--- src/rtl/core/assert_macros.svh ---
// ---------------------------------------------------------------------------
// assert_macros.svh
// clocked assertion macros shared by the ocv soc estimator rtl
// ---------------------------------------------------------------------------
`ifndef ASSERT_MACROS_SVH
`define ASSERT_MACROS_SVH

`ifndef ASSERT_OFF

// property must hold at every edge outside reset
`define OSE_ASSERT(lbl, prop, msg) \
	lbl: assert property (@(posedge clk) disable iff (!arst_n) prop) else $error(msg);

// condition must never be seen outside reset
`define OSE_ASSERT_NEVER(lbl, cond, msg) \
	lbl: assert property (@(posedge clk) disable iff (!arst_n) !(cond)) else $error(msg);

`else

`define OSE_ASSERT(lbl, prop, msg)
`define OSE_ASSERT_NEVER(lbl, cond, msg)

`endif

`endif

--- src/rtl/core/ose_pkg.sv ---
// ---------------------------------------------------------------------------
// ose_pkg
// shared types, constants and helpers of the ocv soc estimator
// ---------------------------------------------------------------------------
package ose_pkg;

	localparam int TABLE_ENTRIES_DEF = 101;
	localparam int QUEUE_DEPTH       = 2;
	localparam int QUEUE_PTR_W       = (QUEUE_DEPTH > 1) ? $clog2(QUEUE_DEPTH) : 1;
	localparam int QUEUE_CNT_W       = $clog2(QUEUE_DEPTH + 1);

	localparam int MV_W   = 16;
	localparam int IDX_IN_W = 7;
	localparam int RES_W  = 8;
	localparam int SOC_W  = 7;
	localparam int RAW_W  = 9;

	localparam logic [RES_W-1:0] RES_RESET = 8'd5;
	localparam logic [SOC_W-1:0] SOC_MAX   = 7'd100;
	localparam logic [7:0]       ADD_SAT   = 8'd255;

	localparam logic OP_LOAD     = 1'b0;
	localparam logic OP_ESTIMATE = 1'b1;

	// request travelling from the front end to the back end
	typedef struct packed {
		logic                op;
		logic [IDX_IN_W-1:0] entry_index;
		logic [MV_W-1:0]     data;
	} cmd_t;

	// back end status seen by the top level
	typedef struct packed {
		logic             idle;
		logic [SOC_W-1:0] last_soc;
	} bk_status_t;

	typedef enum logic [2:0] {
		BK_IDLE,
		BK_SCAN,
		BK_X1,
		BK_PREP,
		BK_DIV,
		BK_LIMIT,
		BK_DONE
	} bk_state_t;

	function automatic logic [SOC_W-1:0] cap_soc(input logic [RAW_W-1:0] v);
		logic [SOC_W-1:0] r;
		if (v > RAW_W'(SOC_MAX)) begin
			r = SOC_MAX;
		end else begin
			r = v[SOC_W-1:0];
		end
		return r;
	endfunction

endpackage

--- src/rtl/core/ose_front.sv ---
// ---------------------------------------------------------------------------
// ose_front
// accepts requests, holds the resistance register and forms the ocv
// ---------------------------------------------------------------------------
module ose_front (
	input  logic                             clk,
	input  logic                             arst_n,
	input  logic                             cfg_we,
	input  logic [ose_pkg::RES_W-1:0]        cfg_wdata,
	input  logic                             in_valid,
	output logic                             in_ready,
	input  logic                             operation,
	input  logic [ose_pkg::IDX_IN_W-1:0]     entry_index,
	input  logic [ose_pkg::MV_W-1:0]         entry_voltage_mv,
	input  logic [ose_pkg::MV_W-1:0]         terminal_voltage_mv,
	input  logic signed [ose_pkg::MV_W-1:0]  cell_current,
	output logic                             cmd_valid,
	input  logic                             cmd_ready,
	output ose_pkg::cmd_t                    cmd
);
	import ose_pkg::*;

	logic [RES_W-1:0]    res_q;
	logic                valid_s1;
	logic                op_s1;
	logic [IDX_IN_W-1:0] idx_s1;
	logic [MV_W-1:0]     data_s1;
	logic signed [24:0]  prod_s1;
	logic signed [25:0]  sum;
	logic [MV_W-1:0]     ocv;

	always_ff @(posedge clk or negedge arst_n) begin
		if (!arst_n) begin
			res_q <= RES_RESET;
		end else if (cfg_we) begin
			res_q <= cfg_wdata;
		end
	end

	assign in_ready = !valid_s1 || cmd_ready;

	always_ff @(posedge clk or negedge arst_n) begin
		if (!arst_n) begin
			valid_s1 <= 1'b0;
		end else if (in_ready) begin
			valid_s1 <= in_valid;
		end
	end

	// current times resistance, registered before the add
	always_ff @(posedge clk) begin
		if (in_valid && in_ready) begin
			op_s1   <= operation;
			idx_s1  <= entry_index;
			data_s1 <= (operation == OP_ESTIMATE) ? terminal_voltage_mv : entry_voltage_mv;
			prod_s1 <= cell_current * $signed({1'b0, res_q});
		end
	end

	// saturate to the millivolt range
	always_comb begin
		sum = $signed({10'b0, data_s1}) + $signed({prod_s1[24], prod_s1});
		if (sum[25]) begin
			ocv = '0;
		end else if (sum[24:16] != 9'd0) begin
			ocv = '1;
		end else begin
			ocv = sum[15:0];
		end
	end

	assign cmd_valid       = valid_s1;
	assign cmd.op          = op_s1;
	assign cmd.entry_index = idx_s1;
	assign cmd.data        = (op_s1 == OP_ESTIMATE) ? ocv : data_s1;

endmodule

--- src/rtl/core/ose_queue.sv ---
// ---------------------------------------------------------------------------
// ose_queue
// short request queue between the front end and the back end
// ---------------------------------------------------------------------------
module ose_queue (
	input  logic                               clk,
	input  logic                               arst_n,
	input  logic                               push_valid,
	output logic                               push_ready,
	input  ose_pkg::cmd_t                      push_data,
	output logic                               pop_valid,
	input  logic                               pop_ready,
	output ose_pkg::cmd_t                      pop_data,
	output logic [ose_pkg::QUEUE_CNT_W-1:0]    count
);
	import ose_pkg::*;

	cmd_t                   slot_q [QUEUE_DEPTH];
	logic [QUEUE_PTR_W-1:0] wr_ptr_q;
	logic [QUEUE_PTR_W-1:0] rd_ptr_q;
	logic [QUEUE_CNT_W-1:0] cnt_q;
	logic                   push;
	logic                   pop;

	assign push_ready = cnt_q != QUEUE_CNT_W'(QUEUE_DEPTH);
	assign pop_valid  = cnt_q != '0;
	assign push       = push_valid && push_ready;
	assign pop        = pop_valid && pop_ready;
	assign pop_data   = slot_q[rd_ptr_q];
	assign count      = cnt_q;

	function automatic logic [QUEUE_PTR_W-1:0] ptr_inc(input logic [QUEUE_PTR_W-1:0] p);
		logic [QUEUE_PTR_W-1:0] r;
		if (p == QUEUE_PTR_W'(QUEUE_DEPTH - 1)) begin
			r = '0;
		end else begin
			r = p + 1'b1;
		end
		return r;
	endfunction

	always_ff @(posedge clk or negedge arst_n) begin
		if (!arst_n) begin
			wr_ptr_q <= '0;
			rd_ptr_q <= '0;
			cnt_q    <= '0;
		end else begin
			if (push) begin
				wr_ptr_q <= ptr_inc(wr_ptr_q);
			end
			if (pop) begin
				rd_ptr_q <= ptr_inc(rd_ptr_q);
			end
			if (push && !pop) begin
				cnt_q <= cnt_q + 1'b1;
			end else if (pop && !push) begin
				cnt_q <= cnt_q - 1'b1;
			end
		end
	end

	always_ff @(posedge clk) begin
		if (push) begin
			slot_q[wr_ptr_q] <= push_data;
		end
	end

endmodule

--- src/rtl/core/ose_back.sv ---
// ---------------------------------------------------------------------------
// ose_back
// table store, nearest-entry scan, serial divide and result register
// ---------------------------------------------------------------------------
module ose_back #(
	parameter int TABLE_ENTRIES = ose_pkg::TABLE_ENTRIES_DEF
) (
	input  logic                           clk,
	input  logic                           arst_n,
	input  logic                           cmd_valid,
	output logic                           cmd_ready,
	input  ose_pkg::cmd_t                  cmd,
	output logic                           out_valid,
	input  logic                           out_ready,
	output logic [ose_pkg::SOC_W-1:0]      soc_percent,
	output logic [ose_pkg::MV_W-1:0]       ocv_mv,
	output logic                           exact_hit,
	output ose_pkg::bk_status_t            status
);
	import ose_pkg::*;

	localparam int IDX_W = $clog2(TABLE_ENTRIES);
	localparam logic [IDX_W-1:0] LAST_IDX = IDX_W'(TABLE_ENTRIES - 1);

	bk_state_t state_q, state_d;

	logic [MV_W-1:0]   tbl_mem [TABLE_ENTRIES];
	logic [MV_W-1:0]   rd_data_q;
	logic              rd_en;
	logic [IDX_W-1:0]  rd_addr;
	logic              wr_en;

	logic [MV_W-1:0]   ocv_q;
	logic [IDX_W-1:0]  ptr_q;
	logic [IDX_W-1:0]  best_q;
	logic [MV_W:0]     best_diff_q;
	logic [MV_W-1:0]   best_val_q;
	logic signed [MV_W:0] num_q;
	logic signed [MV_W:0] den_q;
	logic [MV_W-1:0]   rem_q;
	logic [27:0]       dsh_q;
	logic [7:0]        quo_q;
	logic [3:0]        div_cnt_q;
	logic [RAW_W-1:0]  r_q;
	logic [SOC_W-1:0]  last_soc_q;
	logic [SOC_W-1:0]  res_soc_q;
	logic              res_hit_q;
	logic              out_valid_q;

	logic [MV_W-1:0]   diff;
	logic              hit;
	logic              closer;
	logic [IDX_W-1:0]  best_nx;
	logic [MV_W-1:0]   best_val_nx;
	logic              at_last;
	logic              below_last;
	logic              in_range;
	logic [IDX_W-1:0]  y0;
	logic [IDX_W-1:0]  y1;
	logic [MV_W:0]     num_neg;
	logic [MV_W:0]     den_neg;
	logic [MV_W-1:0]   an;
	logic [MV_W-1:0]   ad;
	logic [19:0]       dvsr;
	logic              ge;
	logic [RAW_W-1:0]  lim;
	logic              out_load;

	// scan compare on the entry read last cycle, plus divide, limit and output helpers
	always_comb begin
		diff        = (rd_data_q >= ocv_q) ? rd_data_q - ocv_q : ocv_q - rd_data_q;
		hit         = diff == '0;
		closer      = {1'b0, diff} < best_diff_q;
		best_nx     = closer ? ptr_q : best_q;
		best_val_nx = closer ? rd_data_q : best_val_q;
		at_last     = ptr_q == LAST_IDX;
		below_last  = ocv_q < rd_data_q;
		in_range    = 9'(cmd.entry_index) < 9'(TABLE_ENTRIES);
		y0          = LAST_IDX - best_q;
		y1          = y0 - 1'b1;
		num_neg     = -num_q;
		den_neg     = -den_q;
		an          = num_q[MV_W] ? num_neg[MV_W-1:0] : num_q[MV_W-1:0];
		ad          = den_q[MV_W] ? den_neg[MV_W-1:0] : den_q[MV_W-1:0];
		dvsr        = {1'b0, ad, 3'b0} + {3'b0, ad, 1'b0};
		ge          = {12'b0, rem_q} >= dsh_q;
		lim         = (r_q < RAW_W'(last_soc_q)) ? r_q : RAW_W'(last_soc_q);
		out_load    = !out_valid_q || out_ready;
	end

	always_ff @(posedge clk or negedge arst_n) begin
		if (!arst_n) begin
			state_q <= BK_IDLE;
		end else begin
			state_q <= state_d;
		end
	end

	always_comb begin
		state_d   = state_q;
		cmd_ready = 1'b0;
		rd_en     = 1'b0;
		rd_addr   = '0;
		wr_en     = 1'b0;
		unique case (state_q)
			BK_IDLE: begin
				cmd_ready = 1'b1;
				if (cmd_valid) begin
					if (cmd.op == OP_ESTIMATE) begin
						rd_en   = 1'b1;
						state_d = BK_SCAN;
					end else begin
						wr_en   = in_range;
						state_d = BK_DONE;
					end
				end
			end
			BK_SCAN: begin
				if (hit) begin
					state_d = BK_DONE;
				end else if (at_last) begin
					if (below_last) begin
						state_d = BK_DONE;
					end else if (best_nx == LAST_IDX) begin
						state_d = BK_LIMIT;
					end else begin
						rd_en   = 1'b1;
						rd_addr = best_nx + 1'b1;
						state_d = BK_X1;
					end
				end else begin
					rd_en   = 1'b1;
					rd_addr = ptr_q + 1'b1;
				end
			end
			BK_X1: begin
				state_d = BK_PREP;
			end
			BK_PREP: begin
				if (num_q == '0 || den_q == '0 || num_q[MV_W] == den_q[MV_W]) begin
					state_d = BK_LIMIT;
				end else begin
					state_d = BK_DIV;
				end
			end
			BK_DIV: begin
				if ((div_cnt_q == 4'd0 && ge) || div_cnt_q == 4'd8) begin
					state_d = BK_LIMIT;
				end
			end
			BK_LIMIT: begin
				state_d = BK_DONE;
			end
			BK_DONE: begin
				if (out_load) begin
					state_d = BK_IDLE;
				end
			end
			default: begin
				state_d = BK_IDLE;
			end
		endcase
	end

	always_ff @(posedge clk) begin
		if (wr_en) begin
			tbl_mem[IDX_W'(cmd.entry_index)] <= cmd.data;
		end
	end

	always_ff @(posedge clk) begin
		if (rd_en) begin
			rd_data_q <= tbl_mem[rd_addr];
		end
	end

	// datapath registers
	always_ff @(posedge clk) begin
		case (state_q)
			BK_IDLE: begin
				ptr_q       <= '0;
				best_q      <= '0;
				best_diff_q <= {1'b1, {MV_W{1'b0}}};
				res_hit_q   <= 1'b0;
				res_soc_q   <= '0;
				ocv_q       <= (cmd.op == OP_ESTIMATE) ? cmd.data : '0;
			end
			BK_SCAN: begin
				ptr_q       <= ptr_q + 1'b1;
				best_diff_q <= closer ? {1'b0, diff} : best_diff_q;
				best_q      <= best_nx;
				best_val_q  <= best_val_nx;
				if (hit) begin
					res_soc_q <= cap_soc(RAW_W'(LAST_IDX - ptr_q));
					res_hit_q <= 1'b1;
				end
				// nearest entry at the end of the table interpolates to zero
				r_q <= '0;
			end
			BK_X1: begin
				num_q <= $signed({1'b0, best_val_q}) - $signed({1'b0, ocv_q});
				den_q <= $signed({1'b0, best_val_q}) - $signed({1'b0, rd_data_q});
			end
			BK_PREP: begin
				rem_q     <= an;
				dsh_q     <= {dvsr, 8'b0};
				quo_q     <= '0;
				div_cnt_q <= '0;
				if (num_q == '0) begin
					r_q <= RAW_W'(y0);
				end else if (den_q == '0) begin
					// flat segment: below the entry steps down, above it is unbounded
					r_q <= num_q[MV_W] ? RAW_W'(y0) + RAW_W'(ADD_SAT) : RAW_W'(y1);
				end else begin
					r_q <= RAW_W'(y1);
				end
			end
			BK_DIV: begin
				dsh_q     <= dsh_q >> 1;
				div_cnt_q <= div_cnt_q + 1'b1;
				if (div_cnt_q == 4'd0) begin
					if (ge) begin
						r_q <= RAW_W'(y0) + RAW_W'(ADD_SAT);
					end
				end else begin
					if (ge) begin
						rem_q <= rem_q - dsh_q[MV_W-1:0];
					end
					quo_q <= {quo_q[6:0], ge};
					r_q   <= RAW_W'(y0) + RAW_W'({quo_q[6:0], ge});
				end
			end
			BK_LIMIT: begin
				res_soc_q <= cap_soc(lim);
			end
			default: begin
			end
		endcase
	end

	always_ff @(posedge clk or negedge arst_n) begin
		if (!arst_n) begin
			last_soc_q <= SOC_MAX;
		end else if (state_q == BK_LIMIT) begin
			last_soc_q <= cap_soc(lim);
		end
	end

	// result register, parts the scan from the consumer
	always_ff @(posedge clk or negedge arst_n) begin
		if (!arst_n) begin
			out_valid_q <= 1'b0;
		end else if (state_q == BK_DONE && out_load) begin
			out_valid_q <= 1'b1;
		end else if (out_ready) begin
			out_valid_q <= 1'b0;
		end
	end

	always_ff @(posedge clk) begin
		if (state_q == BK_DONE && out_load) begin
			soc_percent <= res_soc_q;
			ocv_mv      <= ocv_q;
			exact_hit   <= res_hit_q;
		end
	end

	assign out_valid       = out_valid_q;
	assign status.idle     = state_q == BK_IDLE;
	assign status.last_soc = last_soc_q;

endmodule

--- src/rtl/core/ocv_soc_table_estimator_top.sv ---
// ---------------------------------------------------------------------------
// ocv_soc_table_estimator_top
// open-circuit voltage state-of-charge estimator with table interpolation
// ---------------------------------------------------------------------------
// channel   direction  handshake                 payload
// in        sink       in_valid / in_ready       operation, entry_index,
//                                                entry_voltage_mv,
//                                                terminal_voltage_mv, cell_current
// out       source     out_valid / out_ready     soc_percent, ocv_mv, exact_hit
// cfg       sink       cfg_we (no wait)          cfg_wdata -> series resistance
//
// a load request passes the front stage register, the queue and the back end done state before its result is registered
// for an estimate the table memory has one read port and the scan reads one
// entry per cycle, then the neighbour read, classification and a nine-step
// restoring divide follow
// reset needs no clearing pass; table entries are undefined until loaded
// the two-entry queue and the result register let input and output stall apart
// ---------------------------------------------------------------------------
`include "assert_macros.svh"

module ocv_soc_table_estimator_top #(
	parameter int TABLE_ENTRIES = ose_pkg::TABLE_ENTRIES_DEF
) (
	input  logic                             clk,
	input  logic                             arst_n,
	input  logic                             cfg_we,
	input  logic [ose_pkg::RES_W-1:0]        cfg_wdata,
	input  logic                             in_valid,
	output logic                             in_ready,
	input  logic                             operation,
	input  logic [ose_pkg::IDX_IN_W-1:0]     entry_index,
	input  logic [ose_pkg::MV_W-1:0]         entry_voltage_mv,
	input  logic [ose_pkg::MV_W-1:0]         terminal_voltage_mv,
	input  logic signed [ose_pkg::MV_W-1:0]  cell_current,
	output logic                             out_valid,
	input  logic                             out_ready,
	output logic [ose_pkg::SOC_W-1:0]        soc_percent,
	output logic [ose_pkg::MV_W-1:0]         ocv_mv,
	output logic                             exact_hit
);
	import ose_pkg::*;

	// front end to queue
	logic       fq_valid;
	logic       fq_ready;
	cmd_t       fq_cmd;

	// queue to back end
	logic       qb_valid;
	logic       qb_ready;
	cmd_t       qb_cmd;
	logic [QUEUE_CNT_W-1:0] q_count;

	bk_status_t bk_stat;

	// queue full flag and stored soc limit, watched by the checks below
	logic             q_full;
	logic [SOC_W-1:0] soc_floor;

	// request intake, resistance register and ocv arithmetic
	ose_front u_front (
		.clk                 (clk),
		.arst_n              (arst_n),
		.cfg_we              (cfg_we),
		.cfg_wdata           (cfg_wdata),
		.in_valid            (in_valid),
		.in_ready            (in_ready),
		.operation           (operation),
		.entry_index         (entry_index),
		.entry_voltage_mv    (entry_voltage_mv),
		.terminal_voltage_mv (terminal_voltage_mv),
		.cell_current        (cell_current),
		.cmd_valid           (fq_valid),
		.cmd_ready           (fq_ready),
		.cmd                 (fq_cmd)
	);

	// decouples intake from the long table scan
	ose_queue u_queue (
		.clk        (clk),
		.arst_n     (arst_n),
		.push_valid (fq_valid),
		.push_ready (fq_ready),
		.push_data  (fq_cmd),
		.pop_valid  (qb_valid),
		.pop_ready  (qb_ready),
		.pop_data   (qb_cmd),
		.count      (q_count)
	);

	// table store, scan, divide and the result register
	ose_back #(
		.TABLE_ENTRIES (TABLE_ENTRIES)
	) u_back (
		.clk         (clk),
		.arst_n      (arst_n),
		.cmd_valid   (qb_valid),
		.cmd_ready   (qb_ready),
		.cmd         (qb_cmd),
		.out_valid   (out_valid),
		.out_ready   (out_ready),
		.soc_percent (soc_percent),
		.ocv_mv      (ocv_mv),
		.exact_hit   (exact_hit),
		.status      (bk_stat)
	);

	assign q_full    = q_count == QUEUE_CNT_W'(QUEUE_DEPTH);
	assign soc_floor = bk_stat.last_soc;

	// reported soc stays within percent range
	`OSE_ASSERT_NEVER(a_soc_range, out_valid && (soc_percent > SOC_MAX), "soc above range")

	// the stored soc limit only ever falls
	`OSE_ASSERT(a_last_soc_mono, 1'b1 |=> (soc_floor <= $past(soc_floor)), "last soc rose")

	// an idle back end drains a full queue straight away
	`OSE_ASSERT(a_queue_drain, (bk_stat.idle && q_full) |=> !q_full, "queue not drained")

endmodule
--- config.mk ---
export PLATFORM = sky130hd
export DESIGN_NAME = ocv_soc_table_estimator_top
export DESIGN_NICKNAME = d
export VERILOG_FILES = /design/src/rtl/core/ose_pkg.sv /design/src/rtl/core/ose_front.sv /design/src/rtl/core/ose_queue.sv /design/src/rtl/core/ose_back.sv /design/src/rtl/core/ocv_soc_table_estimator_top.sv
export VERILOG_INCLUDE_DIRS = /design/src /design/src/rtl/core
export SDC_FILE = /design/constraint.sdc
export NUM_CORES = 2
export LEC_CHECK = 0
export BUFFER_PORTS_ARGS = -buffer_cell sky130_fd_sc_hd__buf_2
export CORE_MARGIN = 2
export CORE_UTILIZATION = 65
export CTS_CLUSTER_DIAMETER = 50
export DETAILED_ROUTE_END_ITERATION = 10
export PLACE_DENSITY = 0.78
export SLEW_MARGIN = 20
export SYNTH_ARGS = -nofsm -noshare
export SYNTH_HDL_FRONTEND = slang
export SYNTH_HIERARCHICAL = 1
export SYNTH_SLANG_ARGS = --single-unit
--- constraint.sdc ---
create_clock -name clk -period 22.6 [get_ports clk]
set_clock_uncertainty 0.2 [all_clocks]
set_input_delay 3.39 -clock clk [delete_from_list [all_inputs] [get_ports clk]]
set_output_delay 3.39 -clock clk [all_outputs]
set_load 0.05 [all_outputs]
==> metrics <==
CP arrival 10.97 ns; IO Port Bufs 94; Max Freq 0.0933 GHz; Clock Latency Late Sink 0.85 ns; Worst R2R Setup Slack 11.89 ns; sw frac 40.3%; setup bufs post-CTS 0; cell-internal power 8.50 mW; Leak 33.0 nW; core box area 132000 um2; maximum vdd drop 0.111 mV; final setup vio count 0; switching pwr 5.75 mW; initial antenna violation count 12; FF+latch area 58300 um2; hold slack 0.222 ns; TritonCTS buffer count 191; Syn. warnings 6; final instance area 95300 um2; startpoint types register; Max stage delay on crit path 0.96 ns; first-pass GRT wire length 346 mm; worst min path class register to register; initial core utilization 65.6%; Syn Std Cell Area 86500 um2; max-cap viol count 0; H-tree lvl count 4; clk sink count 1946; Avg WL per Cell 28.5 um; final-report max-slew violation count 0; CP Capture Type register; via total after detailed routing 56500; Slowest cell on crit path a311oi_1; Period Utilization, post-route 47.4%; Cells after Synth 6263; placed cell areas 89100 um2; DPL Wire Length 144 mm; worst-path fanout max 65; share of post-route cells with drive strength above 1 11.0%; share of power burned in registers 35.9%; site row count 133; Setup TNS 0 ns; Tot Pwr 14.2 mW; DRC 0; RSZ-0062 raised after global routing false; CTS tree built; IO Pins 95; Pre-antenna DRT Iters 8; synthesized net count 6641; largest net degree at the start of global routing 146; Die Width 369 um; Via density 6.83; Max Buffers Root-to-Sink 3; hold buffers post-CTS 0; status finished clean; global router's overall resource usage 34.3%; power share of the clock group 22.1%; number of global-route vias before repair 54600; residual antenna-violating net count after detailed routing 0; area of the multi-input gates 25700 um2; Max-slew headroom 12.9%; root buffer cell clkbuf_16; Final nets 6731; Final Core Density 72.3%; Area Overhead vs Synth 10.2%; die area 136000 um2; initial drt markers 8224; total congestion overflow 0; worst-margin pin slew 1.30 ns; Combinational Power Share 42.0%; Hold Fails Final Rpt 0; Critical Path RT 22.86 ns; final WL 236 mm; most used cell, CP buf_4; fill cell count 8314; power per cell area 149 nW/um2; post-CTS sizing 0; crit path kind register to register; Die Y 369 um; clock-pin slew on the worst setup and hold paths 0.06 ns; routability cong. 0.988; Mean Syn Cell Area 13.8 um2; Tmin final 10.71 ns
==> sequential cells by signal, summed over array words and instances (netlist names), 17 cells and up <==
signal / count
u_back/den_q: 17
u_queue/slot_q: 48
u_back/num_q: 17
u_back/dsh_q: 28
u_back/tbl_mem: 1616
u_back/best_diff_q: 17
u_front/prod_s1: 25
==> power groups by stage <==
stage | combinational (mW) | sequential, mW | clock, mW
6_report | 5.99 | 5.11 | 3.15
3_5_place_dp | 5.79 | 5.19 | 0
5_1_grt | 6.38 | 5.14 | 3.30
2_1_floorplan | 3.89 | 5.11 | 0
3_3_place_gp | 5.66 | 5.17 | 0
4_1_cts | 5.83 | 5.11 | 3.16
==> placed cells by master (no fill, tap or decap), types with 27 or more instances in the layout <==
master	n
a211oi_1	46
a21o_1	42
a21oi_1	267
a31oi_1	63
and2_1	104
and3_1	86
buf_2	94
buf_4	149
clkbuf_1	43
clkbuf_16	193
clkinv_1	35
clkinv_2	27
edfxtp_1	1922
fa_1	110
ha_1	199
inv_1	319
mux2_2	27
mux2i_1	160
nand2_1	585
nand2b_1	28
nand3_1	111
nor2_1	369
nor2_2	35
nor3_1	91
o211ai_1	40
o21ai_0	244
o21ai_1	27
o221ai_1	304
o22ai_1	85
o31ai_1	44
o32ai_1	29
o41ai_1	28
xnor2_1	100
xor2_1	39
==> worst max-delay path: cells and delay by family, from the launching register on <==
kind	cells	cell delay [ns]
buf+inv	5	2.04
compound gates	13	4.63
fa+ha+maj	3	1.05
mux	1	0.20
xor+xnor	1	0.29
flops	1	0.39
simple gates	5	1.41
==> layout make-up <==
type                       count  share of cell area, %
antenna                        3                0.00788
clock buffer                 238                   5.26
clock inverter               115                   1.26
inverter                     320                   1.26
multi-input combinational   3645                   26.9
sequential                  1946                   61.2
tap                         1755                   2.30
timing repair buffer         249                   1.79
==> metrics by stage <==
step           std cells  setup WS [ns]
4_1_cts             8268          12.41
3_3_place_gp        7915          12.60
5_1_grt             8268          11.46
6_report            8271          11.89
3_5_place_dp        7915          12.50
2_1_floorplan       6263          14.90
==> metal layers <==
metal	GRT usage (%)	routed length, um
met1	46.2	86200
met2	52.7	108000
met3	8.94	28900
met4	16.5	12200
met5	0	105
==> worst paths after layout <==
path	depth (start not counted)	from	to
min	0	u_back/res_soc_q[5]	u_back/soc_percent[5]
min in group asynchronous	1	arst_n	u_front/res_q[6]
min reg2reg	0	u_back/res_soc_q[5]	u_back/soc_percent[5]
max in group asynchronous	1	arst_n	u_back/out_valid
max	28	u_back/rd_data_q[13]	u_back/rd_data_q[5]
max reg2reg	28	u_back/rd_data_q[13]	u_back/rd_data_q[5]
Power figures use the tool's default switching activity.
